==> src/bucketed_sparse_tile_attribute_store_macros.svh <==
// Assertion helpers shared by the RTL.
`ifndef BUCKETED_SPARSE_TILE_ATTRIBUTE_STORE_MACROS_SVH
`define BUCKETED_SPARSE_TILE_ATTRIBUTE_STORE_MACROS_SVH

// Same-cycle implication, disabled in reset.
`define BST_ASSERT_IMP(label, clk, rstn, ante, cons) \
  label: assert property (@(posedge clk) disable iff (!rstn) (ante) |-> (cons)) \
    else $error("bst: implication violated");

// Next-cycle implication, disabled in reset.
`define BST_ASSERT_NXT(label, clk, rstn, ante, cons) \
  label: assert property (@(posedge clk) disable iff (!rstn) (ante) |=> (cons)) \
    else $error("bst: next-cycle implication violated");

`endif

==> src/bst_ram.sv <==
module bst_ram #(
  parameter int WIDTH = 8,
  parameter int DEPTH = 16
) (
  input  logic                     clk,
  input  logic                     we,
  input  logic [$clog2(DEPTH)-1:0] waddr,
  input  logic [WIDTH-1:0]         wdata,
  input  logic                     re,
  input  logic [$clog2(DEPTH)-1:0] raddr,
  output logic [WIDTH-1:0]         rdata
);

  logic [WIDTH-1:0] mem [DEPTH];

  always_ff @(posedge clk) begin
    if (we) begin
      mem[waddr] <= wdata;
    end
    if (re) begin
      rdata <= mem[raddr];
    end
  end

endmodule

==> config.mk <==
export PLATFORM = sky130hd
export DESIGN_NAME = bst_ram
export DESIGN_NICKNAME = d
export VERILOG_FILES = /design/src/bucketed_sparse_tile_attribute_store_macros.svh /design/src/bst_ram.sv
export SDC_FILE = /design/constraint.sdc
export NUM_CORES = 1
export LEC_CHECK = 0
export BUFFER_PORTS_ARGS = -buffer_cell sky130_fd_sc_hd__buf_2
export CAP_MARGIN = 20
export CORE_MARGIN = 3
export CORE_UTILIZATION = 45
export DETAILED_ROUTE_END_ITERATION = 10
export GPL_ROUTABILITY_DRIVEN = 1
export PLACE_DENSITY_LB_ADDON = 0.12
export SLEW_MARGIN = 20
export SYNTH_ARGS = -nofsm -noshare
export SYNTH_HDL_FRONTEND = slang
export SYNTH_SLANG_ARGS = --single-unit
export TNS_END_PERCENT = 20
==> constraint.sdc <==
create_clock -name clk -period 2.3 [get_ports clk]
set_input_delay 0.23 -clock clk [delete_from_list [all_inputs] [get_ports clk]]
set_output_delay 0.23 -clock clk [all_outputs]
set_load 0.05 [all_outputs]
Yosys cells after proc, flatten, opt, wreduce, memory -nomap -nowiden. Memories as Yosys holds them, arrays and structs flattened. A register that Yosys moved wholly into a read port is not among the register bits. Index checks and enable logic that the tools add are counted.

Logic and storage cells: 3. ROM bits: 0. Bits in writable memories: 128. Output and inout port bits: 8. Bits of input ports: 19. Memories: 1. Bits in registers: 0. Latch bits: 0.

Equal/unequal tests: 0. Shifts and indexed selects: 0. Bitwise gates (word level): 0. Divide/modulo/power cells: 0. $add $sub $neg: 0. Order comparisons: 0. Multipliers: 0. Multiplexer cells: 2. Reduce and logical (&&, ||, !) cells: 0.

Memories: mem (words 16, bits a word 8, read ports 1, clocked after memory_dff 1, wr ports 1, RTL line bst_ram.sv:14) `logic [WIDTH-1:0] mem [DEPTH];`.

Operators with widths (count): $mux W1 (2).

Logic depth before layout (Yosys ltp). Gate-level depths: netlist of run 1.

Depth in word-level cells: 2. Gate-level depth with buffers: 5. Gate-level depth less buffers: 3.

Least setup slack after synthesis of run 1. Ideal clock, no wire load.

Path kind: input port to flip-flop. From: input waddr[2]. To: memory mem[0][0] (enable). Required time: 1.917 ns. Cell stages on the path: 2. Path buffers: 0. Setup slack: 0.577 ns. Setup time: 0.383 ns. Data arrival time: 1.340 ns. Path through: or3b_2 nor3_1.

RTL lines: from (decl) (RTL line bst_ram.sv:7) `input logic [$clog2(DEPTH)-1:0] waddr,`; to (decl) (RTL line bst_ram.sv:14).

No word-level cell before the write port.

==> flow_summary.json, run 1 <==
{
  "fmax_mhz": 667,
  "cts_resized": 0,
  "end_kind": "register",
  "synth_area_per_cell_sq_um": 22.8,
  "ctsHoldBuffers": 0,
  "cpLargestDelayFamily": "multiplexers",
  "grt_max_degree": 33,
  "relSlewSlack_pct": 69.0,
  "htreeDepth": 4,
  "regArea_sq_um": 4080,
  "rsz0062_at_grt": "no",
  "path_cells": "mux4_2, a22oi_1, nand2_1",
  "dp_hpwl_um": 6890,
  "start_kind": "register",
  "antenna_cells": 0,
  "ys_warn_count": 0,
  "clock_path_buffers": 2,
  "peakVddDrop_uv": 482,
  "area_delta_synth_final_pct": 18.9,
  "dr.pass1.iters": 4,
  "finalNetCount": 307,
  "io_buffers": 26,
  "overflow": 0,
  "synthCells": 229,
  "root_buffer": "clkbuf_16",
  "crit_required_ns": 2.44,
  "drv_cap": 0,
  "arrival_ns": 1.64,
  "fin_tns_setup_ns": 0,
  "slowest_stage": "mux4_2",
  "clock_skew_ns": 0.00562,
  "period_minus_slack_ns": 1.50,
  "netlist.area_leader.share_pct": 78.1,
  "syn_area_sq_um": 5230,
  "swShare_pct": 20.6,
  "gp_congestion": 0.757,
  "remaining_drc_errors": 0,
  "synth_area_leaders": "edfxtp_1 78%, mux4_2 7.8%, mux4_1 7.0%",
  "period_share_pct": 65.2,
  "grt_pass1_wl_um": 16200,
  "dieWidth_um": 114,
  "core_sq_um": 11100,
  "cts_buffers": 17,
  "ys_ff_latch": 136,
  "die-area_sq_um": 12900,
  "dr_total_vias": 2506,
  "cts.clk_slew.worst_paths_ns": 0.06,
  "viasPerCell": 5.68,
  "drt-initial-drc-count": 162,
  "clockPowerShare_pct": 44.9,
  "rows": 38,
  "p_int_w": 0.00448,
  "max_stage_delay_ns": 0.45,
  "syn-num-nets": 248,
  "power.total_w": 0.00564,
  "status": "complete, no violations",
  "powerDensity_nw_per_um2": 908,
  "power.switching_w": 0.00116,
  "io_pins": 27,
  "layout-drive-gt1-share_pct": 31.9,
  "wirelength_um": 10600,
  "antenna_left": 0,
  "postCtsSetupBuffers": 0,
  "setup_viol_count_final": 0,
  "multi_input_area_sq_um": 1060,
  "path_class": "reg -> reg",
  "wl_per_cell_um": 24.0,
  "cts_tree": "done",
  "yosysTopAreaCell": "edfxtp_1",
  "hp-class": "in -> reg",
  "path_max_fanout": 1,
  "finalHoldViolations": 0,
  "clk_latency_ns": 0.40,
  "yosysSeqAreaShare_pct": 78.1,
  "tightest_slew_ns": 0.463,
  "die_h_um": 114,
  "finalMaxSlewViolations": 0,
  "track_usage_pct": 17.8,
  "synth_cell_type_count": 18,
  "cellLeakagePower_nw": 2.11,
  "initial_utilization_pct": 47.2,
  "fillers": 845,
  "crit_buf_inv": 0,
  "antenna_found_initial": 0,
  "seq_power_share_pct": 49.8,
  "p_comb_share_pct": 5.3,
  "clock-sinks": 136,
  "first_global_vias": 2584
}
==> metrics by stage <==
step / utilization [%] / worst slack (ns) / instances / cell area [sq um] / hold slack (ns)
6_report: 56.1 / 0.800 / 441 / 6210 / 0.202
5_1_grt: 56.1 / 0.722 / 441 / 6210 / 0.209
4_1_cts: 56.1 / 0.776 / 441 / 6210 / 0.194
3_5_place_dp: 51.0 / 0.447 / 409 / 5650 / 0.626
3_3_place_gp: 51.0 / 0.443 / 409 / 5650 / 0.607
2_1_floorplan: - / 0.577 / 229 / 5230 / 0.329
==> per-layer routing <==
layer / vias up / track usage, % / share of wire [%] / routed length, um
li1: 1099 / - / - / -
met5: - / 0 / 0 / 0
met2: 70 / 25.8 / 45 / 4760
met3: 13 / 3.87 / 5.5 / 586
met4: 0 / 5.54 / 1.2 / 125
met1: 1324 / 27.3 / 48 / 5130
==> cells in the mapped netlist, drive strengths merged <==
library cell,number
mux4,32
nor2,13
and2b,1
or3b,1
nand3,1
edfxtp,136
nor3,4
buf,7
clkdlybuf4s25,3
a22oi,16
nand3b,2
nor2b,1
and2,1
nand2,9
nand2b,2
==> logic make-up (layout without fill, tap and decap cells) <==
| group | after synthesis | in the layout | synth area share, % |
|---|---|---|---|
| compound gates | 16 | 16 | 2.30 |
| buf+inv | 10 | 82 | 1.65 |
| simple gates | 35 | 35 | 3.14 |
| mux | 32 | 32 | 14.8 |
| flops | 136 | 136 | 78.1 |
==> power groups by stage <==
stage / combinational (W) / sequential [W] / clock [W]
after detailed placement: 0.000303 / 0.00286 / 0
final: 0.000298 / 0.00281 / 0.00254
after global routing: 0.000325 / 0.00281 / 0.00268
after floorplan: 0.000141 / 0.00290 / 0
after CTS: 0.000304 / 0.00281 / 0.00257
after global placement: 0.000300 / 0.00286 / 0
==> sequential cells by signal, indices dropped and copies added, names as in the netlist <==
name,cells
mem,128
rdata,8
==> path summary, 6_finish.rpt <==
| kind | slack [ns] | depth (start not counted) | from | to |
|---|---|---|---|---|
| worst max-delay path | 0.80 | 3 | mem[8][6] | rdata[6] |
| worst min-delay path | 0.20 | 1 | wdata[2] | mem[7][2] |
| worst max register to register | 0.80 | 3 | mem[8][6] | rdata[6] |
| worst min register to register | 0.75 | 3 | mem[11][5] | rdata[5] |
==> cells in the final DEF (no fill, tap or decap), types with 2 or more instances in the layout <==
master / count
bufinv_16: 2
buf_4: 22
nand2_1: 9
clkinv_1: 4
buf_12: 2
nand3b_1: 2
edfxtp_1: 136
mux4_2: 18
nor3_1: 4
clkinv_4: 3
buf_2: 26
clkinvlp_4: 3
clkinv_2: 2
clkbuf_16: 17
a22oi_1: 16
mux4_1: 14
nand2b_1: 2
nor2_1: 13
==> cell type report <==
cell class | instances | area share, %
flip-flops and latches | 136 | 65.7
clock buffers | 18 | 6.91
clock inverters | 14 | 2.15
multi-input cells | 83 | 17.0
well taps | 140 | 2.82
repair buffers | 50 | 5.40
Note: power is estimated with default switching activity, not from simulation.
==> run 2, diff against run 1 <==
- clock period: 2.3 -> 1.25 ns (I/O delays scaled with it)
==> run 2 against run 1 <==
Net effect:
- critical endpoint is now rdata[2]
- routed wire length fell by 4.2%
- first-iteration DRC count fell by 6.2%
- non-clock buffer count rose by 9
- critical path type unchanged
- total power rose by 74%
- the flow now finishes with violations (negative setup slack)
- count of clock-buffer cells in the layout rose by 3
- largest power group unchanged
- register-to-register slack got worse by 0.98 ns
==> flow_summary.json, run 2 (synthesis results as in run 1) <==
{
  "hold_start": "wdata[4]",
  "drt-initial-drc-count": 152,
  "highest_layer": "met5",
  "dr_total_vias": 2468,
  "peakVddDrop_uv": 606,
  "end_kind": "register",
  "overflow": 0,
  "largest_reg_flops": 128,
  "htreeDepth": 4,
  "arrival_ns": 1.58,
  "status": "complete, but fails checks",
  "first_global_vias": 2580,
  "reg2regPathDepth": 3,
  "grt_max_degree": 17,
  "cellLeakagePower_nw": 2.09,
  "area_delta_synth_final_pct": 19.3,
  "drt-met1-wl_um": 4560,
  "fin_ws_ns": -0.179,
  "rrSetupSlack_ns": -0.18,
  "remaining_drc_errors": 0,
  "fillers": 840,
  "dr.pass1.iters": 4,
  "antenna_left": 0,
  "fin_tns_setup_ns": -1.04,
  "antenna_cells": 0,
  "finalNetCount": 316,
  "grt_pass1_wl_um": 15400,
  "setup_viol_count_final": 8,
  "dieWidth_um": 114,
  "root_buffer": "clkbuf_16",
  "timing.rr.end": "rdata[2]",
  "cts_buffers": 17,
  "period_share_pct": 114,
  "crit_required_ns": 1.40,
  "relSlewSlack_pct": 29.6,
  "r2r_start": "mem[0][2]",
  "hold_path_end": "mem[0][4]",
  "track_usage_pct": 17.1,
  "wirelength_um": 10200,
  "io_buffers": 26,
  "instances_no_fill": 448,
  "path_class": "reg -> reg",
  "fmax_mhz": 700,
  "clk_latency_ns": 0.41,
  "regArea_sq_um": 4080,
  "drv_cap": 0,
  "multi_input_area_sq_um": 1060,
  "path_max_fanout": 1,
  "clock_path_buffers": 2,
  "layout_commonest_cell": "edfxtp_1",
  "die-area_sq_um": 12900,
  "io_pins": 27,
  "rows": 38,
  "finalMaxSlewViolations": 0,
  "wl_met3_um": 470,
  "initial_utilization_pct": 47.2,
  "clock-sinks": 136,
  "period_minus_slack_ns": 1.43,
  "most-common-layout-cells": "136 x edfxtp_1, 31 x mux4_2, 28 x buf_4",
  "die_h_um": 114,
  "start_kind": "register",
  "dp_hpwl_um": 6670,
  "tightest_slew_ns": 1.05,
  "rsz0062_at_grt": "yes",
  "largest_register": "mem",
  "finalHoldViolations": 0,
  "cts_tree": "done",
  "clock_skew_ns": 0.00561,
  "holdPathStages": 1,
  "reg.largest.list": "mem (128), rdata (8)",
  "violations": "negative setup slack",
  "viasPerCell": 5.51,
  "cts.clk_slew.worst_paths_ns": 0.05,
  "met2_length_um": 4960,
  "core_sq_um": 11100,
  "hp-class": "in -> reg",
  "placed_cells": 418,
  "wl_per_cell_um": 22.7,
  "antenna_found_initial": 1,
  "layout-drive-gt1-share_pct": 38.6,
  "powerDensity_nw_per_um2": 1580,
  "gp_congestion": 0.715
}
-- run 2: worst max-delay path by stage --
stage                     slack [ns]       end  depth (start not counted)      start
after floorplan                -0.13  rdata[4]                          5   raddr[0]
after global placement         -0.41  rdata[3]                          6   raddr[0]
after detailed placement       -0.42  rdata[2]                          5   raddr[0]
after CTS                      -0.21  rdata[2]                          3  mem[0][2]
after global routing           -0.21  rdata[2]                          3  mem[0][2]
final                          -0.18  rdata[2]                          3  mem[0][2]
-- run 2: repair_timing --
| action | CTS | global route |
|---|---|---|
| setup buffers | 0 | 0 |
| resized for setup | 3 | 10 |
| setup endpoints to repair | 8 | 8 |
| hold endpoints to repair | 0 | 0 |
| hold buffers | 0 | 0 |
| pin swaps | 0 | 4 |
-- run 2: worst max-delay path: stages (launching register included) --
cell and delay (ns):
edfxtp_1 0.39, mux4_2 0.49, a22oi_2 0.21, nand2_1 0.08
-- run 2: power by group --
part           leakage [nW]  internal (W)  switching [W]  total (W)
clock network         0.233       0.00244        0.00160    0.00404
registers              1.24       0.00515      0.0000285    0.00517
logic                 0.618      0.000251       0.000360   0.000611
total                  2.09       0.00784        0.00199    0.00983
-- run 2: metal layers --
metal / up-vias / track usage, %
met5: - / 0
met4: 2 / 6.49
met3: 14 / 5.89
met2: 58 / 26.5
met1: 1287 / 22.6
li1: 1107 / -
-- run 2: through the flow --
stage | power [W] | utilization, % | hold slack (ns) | setup slack [ns] | instance area (sq um)
after floorplan | 0.00561 | - | 0.224 | -0.127 | 5240
final | 0.00983 | 56.3 | 0.0947 | -0.179 | 6240
after global routing | 0.0102 | 56.3 | 0.0812 | -0.212 | 6240
after global placement | 0.00585 | 51.8 | 0.516 | -0.409 | 5740
after detailed placement | 0.00587 | 51.8 | 0.519 | -0.421 | 5740
after CTS | 0.00991 | 56.2 | 0.0808 | -0.206 | 6220
-- run 2: final cells by class --
class	count	area share (%)
clock buffer	21	7.06
clock inverter	9	0.582
multi-input combinational	83	17.0
sequential	136	65.5
tap	140	2.81
timing repair buffer	59	7.06
==> run 3, diff against run 2 <==
- MAX_ROUTING_LAYER: not set -> met4
==> run 3 against run 2 <==
Net effect:
- the flow still finishes with violations (negative setup slack)
- global-route usage increased by 0.53 points
- via count about the same
- clock skew is essentially flat
- combinational power about the same
- sequential share of layout area about the same
- register-to-register slack about the same
- non-clock buffer count stayed put
- critical endpoint unchanged
- largest power group unchanged
==> flow_summary.json, run 3 (synthesis results as in run 1) <==
{
  "antenna_found_initial": 1,
  "dr_total_vias": 2467,
  "grt_pass1_wl_um": 15400,
  "finalNetCount": 316,
  "viasPerCell": 5.49,
  "cts_tree": "done",
  "powerDensity_nw_per_um2": 1570,
  "cts_buffers": 17,
  "finalHoldViolations": 0,
  "rsz0062_at_grt": "yes",
  "reg.largest.list": "mem (128), rdata (8)",
  "met3_usage_pct": 5.89,
  "relSlewSlack_pct": 34.8,
  "seq_power_share_pct": 52.7,
  "swShare_pct": 20.2,
  "postCtsSetupBuffers": 0,
  "clock_path_buffers": 2,
  "track_usage_pct": 17.6,
  "period_share_pct": 114,
  "path_class": "reg -> reg",
  "clockPowerShare_pct": 41.1,
  "largest_reg_flops": 128,
  "root_buffer": "clkbuf_16",
  "htreeDepth": 4,
  "gp_congestion": 0.723,
  "arrival_ns": 1.57,
  "antenna_left": 0,
  "io_buffers": 26,
  "peakVddDrop_uv": 609,
  "dr.pass1.iters": 5,
  "clock-sinks": 136,
  "crit_required_ns": 1.40,
  "layout_commonest_cell": "edfxtp_1",
  "status": "complete, but fails checks",
  "fin_tns_setup_ns": -1.05,
  "start_kind": "register",
  "fmax_mhz": 703,
  "fin_area_sq_um": 6240,
  "clock_skew_ns": 0.00552,
  "die-area_sq_um": 12900,
  "end_kind": "register",
  "first_global_vias": 2575,
  "fin_ws_ns": -0.172,
  "use_met2_pct": 26.4,
  "p_int_w": 0.00784,
  "ctsHoldBuffers": 0,
  "dp_hpwl_um": 6670,
  "drv_cap": 0,
  "area_delta_synth_final_pct": 19.4,
  "layout-drive-gt1-share_pct": 38.6,
  "use_met1_pct": 22.8,
  "core_sq_um": 11100,
  "dieWidth_um": 114,
  "remaining_drc_errors": 0,
  "postPlaceCellArea_sq_um": 5740,
  "grt_max_degree": 17,
  "drt-initial-drc-count": 165,
  "power.switching_w": 0.00198,
  "rrSetupSlack_ns": -0.17,
  "overflow": 0,
  "instances_no_fill": 449,
  "cts.clk_slew.worst_paths_ns": 0.05,
  "finalMaxSlewViolations": 0,
  "cellLeakagePower_nw": 2.09,
  "rows": 38,
  "period_minus_slack_ns": 1.42,
  "fin_util_pct": 56.3,
  "most-common-layout-cells": "136 x edfxtp_1, 31 x mux4_2, 28 x buf_4",
  "io_pins": 27,
  "die_h_um": 114,
  "placed_cells": 418,
  "clk_latency_ns": 0.41,
  "hp-class": "in -> reg",
  "largest_register": "mem",
  "busiest_layer": "met2",
  "p_comb_share_pct": 6.2,
  "wirelength_um": 10100,
  "tightest_slew_ns": 0.976,
  "violations": "negative setup slack",
  "path_max_fanout": 1,
  "wl_per_cell_um": 22.4,
  "initial_utilization_pct": 47.2,
  "setup_viol_count_final": 8,
  "fillers": 840
}
[run 3: cell types whose count changed in the layout (fill, tap and decap cells not counted), sizes merged]
cell   previous run  this run
diode             0         1
[run 3: path summary, 6_finish.rpt]
kind               from   endpoint  cells after the start
max           mem[0][2]   rdata[2]                      3
min            wdata[4]  mem[0][4]                      1
max reg2reg   mem[0][2]   rdata[2]                      3
min reg2reg  mem[13][0]   rdata[0]                      3
[run 3: cell type report]
type                            count  area, sq um  area share [%]
Timing Repair Buffer               59          440            7.06
Multi-Input combinational cell     83         1060            17.0
Clock inverter                      9         36.3           0.581
Clock buffer                       21          440            7.06
Sequential cell                   136         4080            65.4
Antenna cell                        1         2.50          0.0401
Tap cell                          140          175            2.81
[run 3: per-stage QoR]
stage | setup WS (ns) | total power (W) | hold WS (ns)
final | -0.172 | 0.00982 | 0.0942
after global routing | -0.211 | 0.0102 | 0.0812
after CTS | -0.206 | 0.00991 | 0.0808
after detailed placement | -0.421 | 0.00587 | 0.519
after global placement | -0.409 | 0.00585 | 0.516
after floorplan | -0.127 | 0.00561 | 0.224
[run 3: critical path, stage by stage (launching register included)]
cell and delay (ns):
edfxtp_1 0.39, mux4_2 0.48, a22oi_2 0.21, nand2_1 0.08
[run 3: routing by layer]
metal  share of wire (%)  wire (um)
met1                  42       4230
met2                  50       4990
met3                 7.5        757
met4                0.88         89
met5                   0          0
[run 3: repair_timing]
action / 4_1_cts / 5_1_grt
gates resized for setup: 3 / 10
pin swaps: 0 / 4
endpoints found under the setup margin: 8 / 8
hold endpoints to repair: 0 / 0
[run 3: power groups by stage]
stage          clock network, W  logic, W  registers, W
3_5_place_dp                  0  0.000602       0.00526
2_1_floorplan                 0  0.000279       0.00533
3_3_place_gp                  0  0.000593       0.00526
4_1_cts                 0.00413  0.000608       0.00517
5_1_grt                 0.00435  0.000657       0.00518
6_report                0.00404  0.000609       0.00517
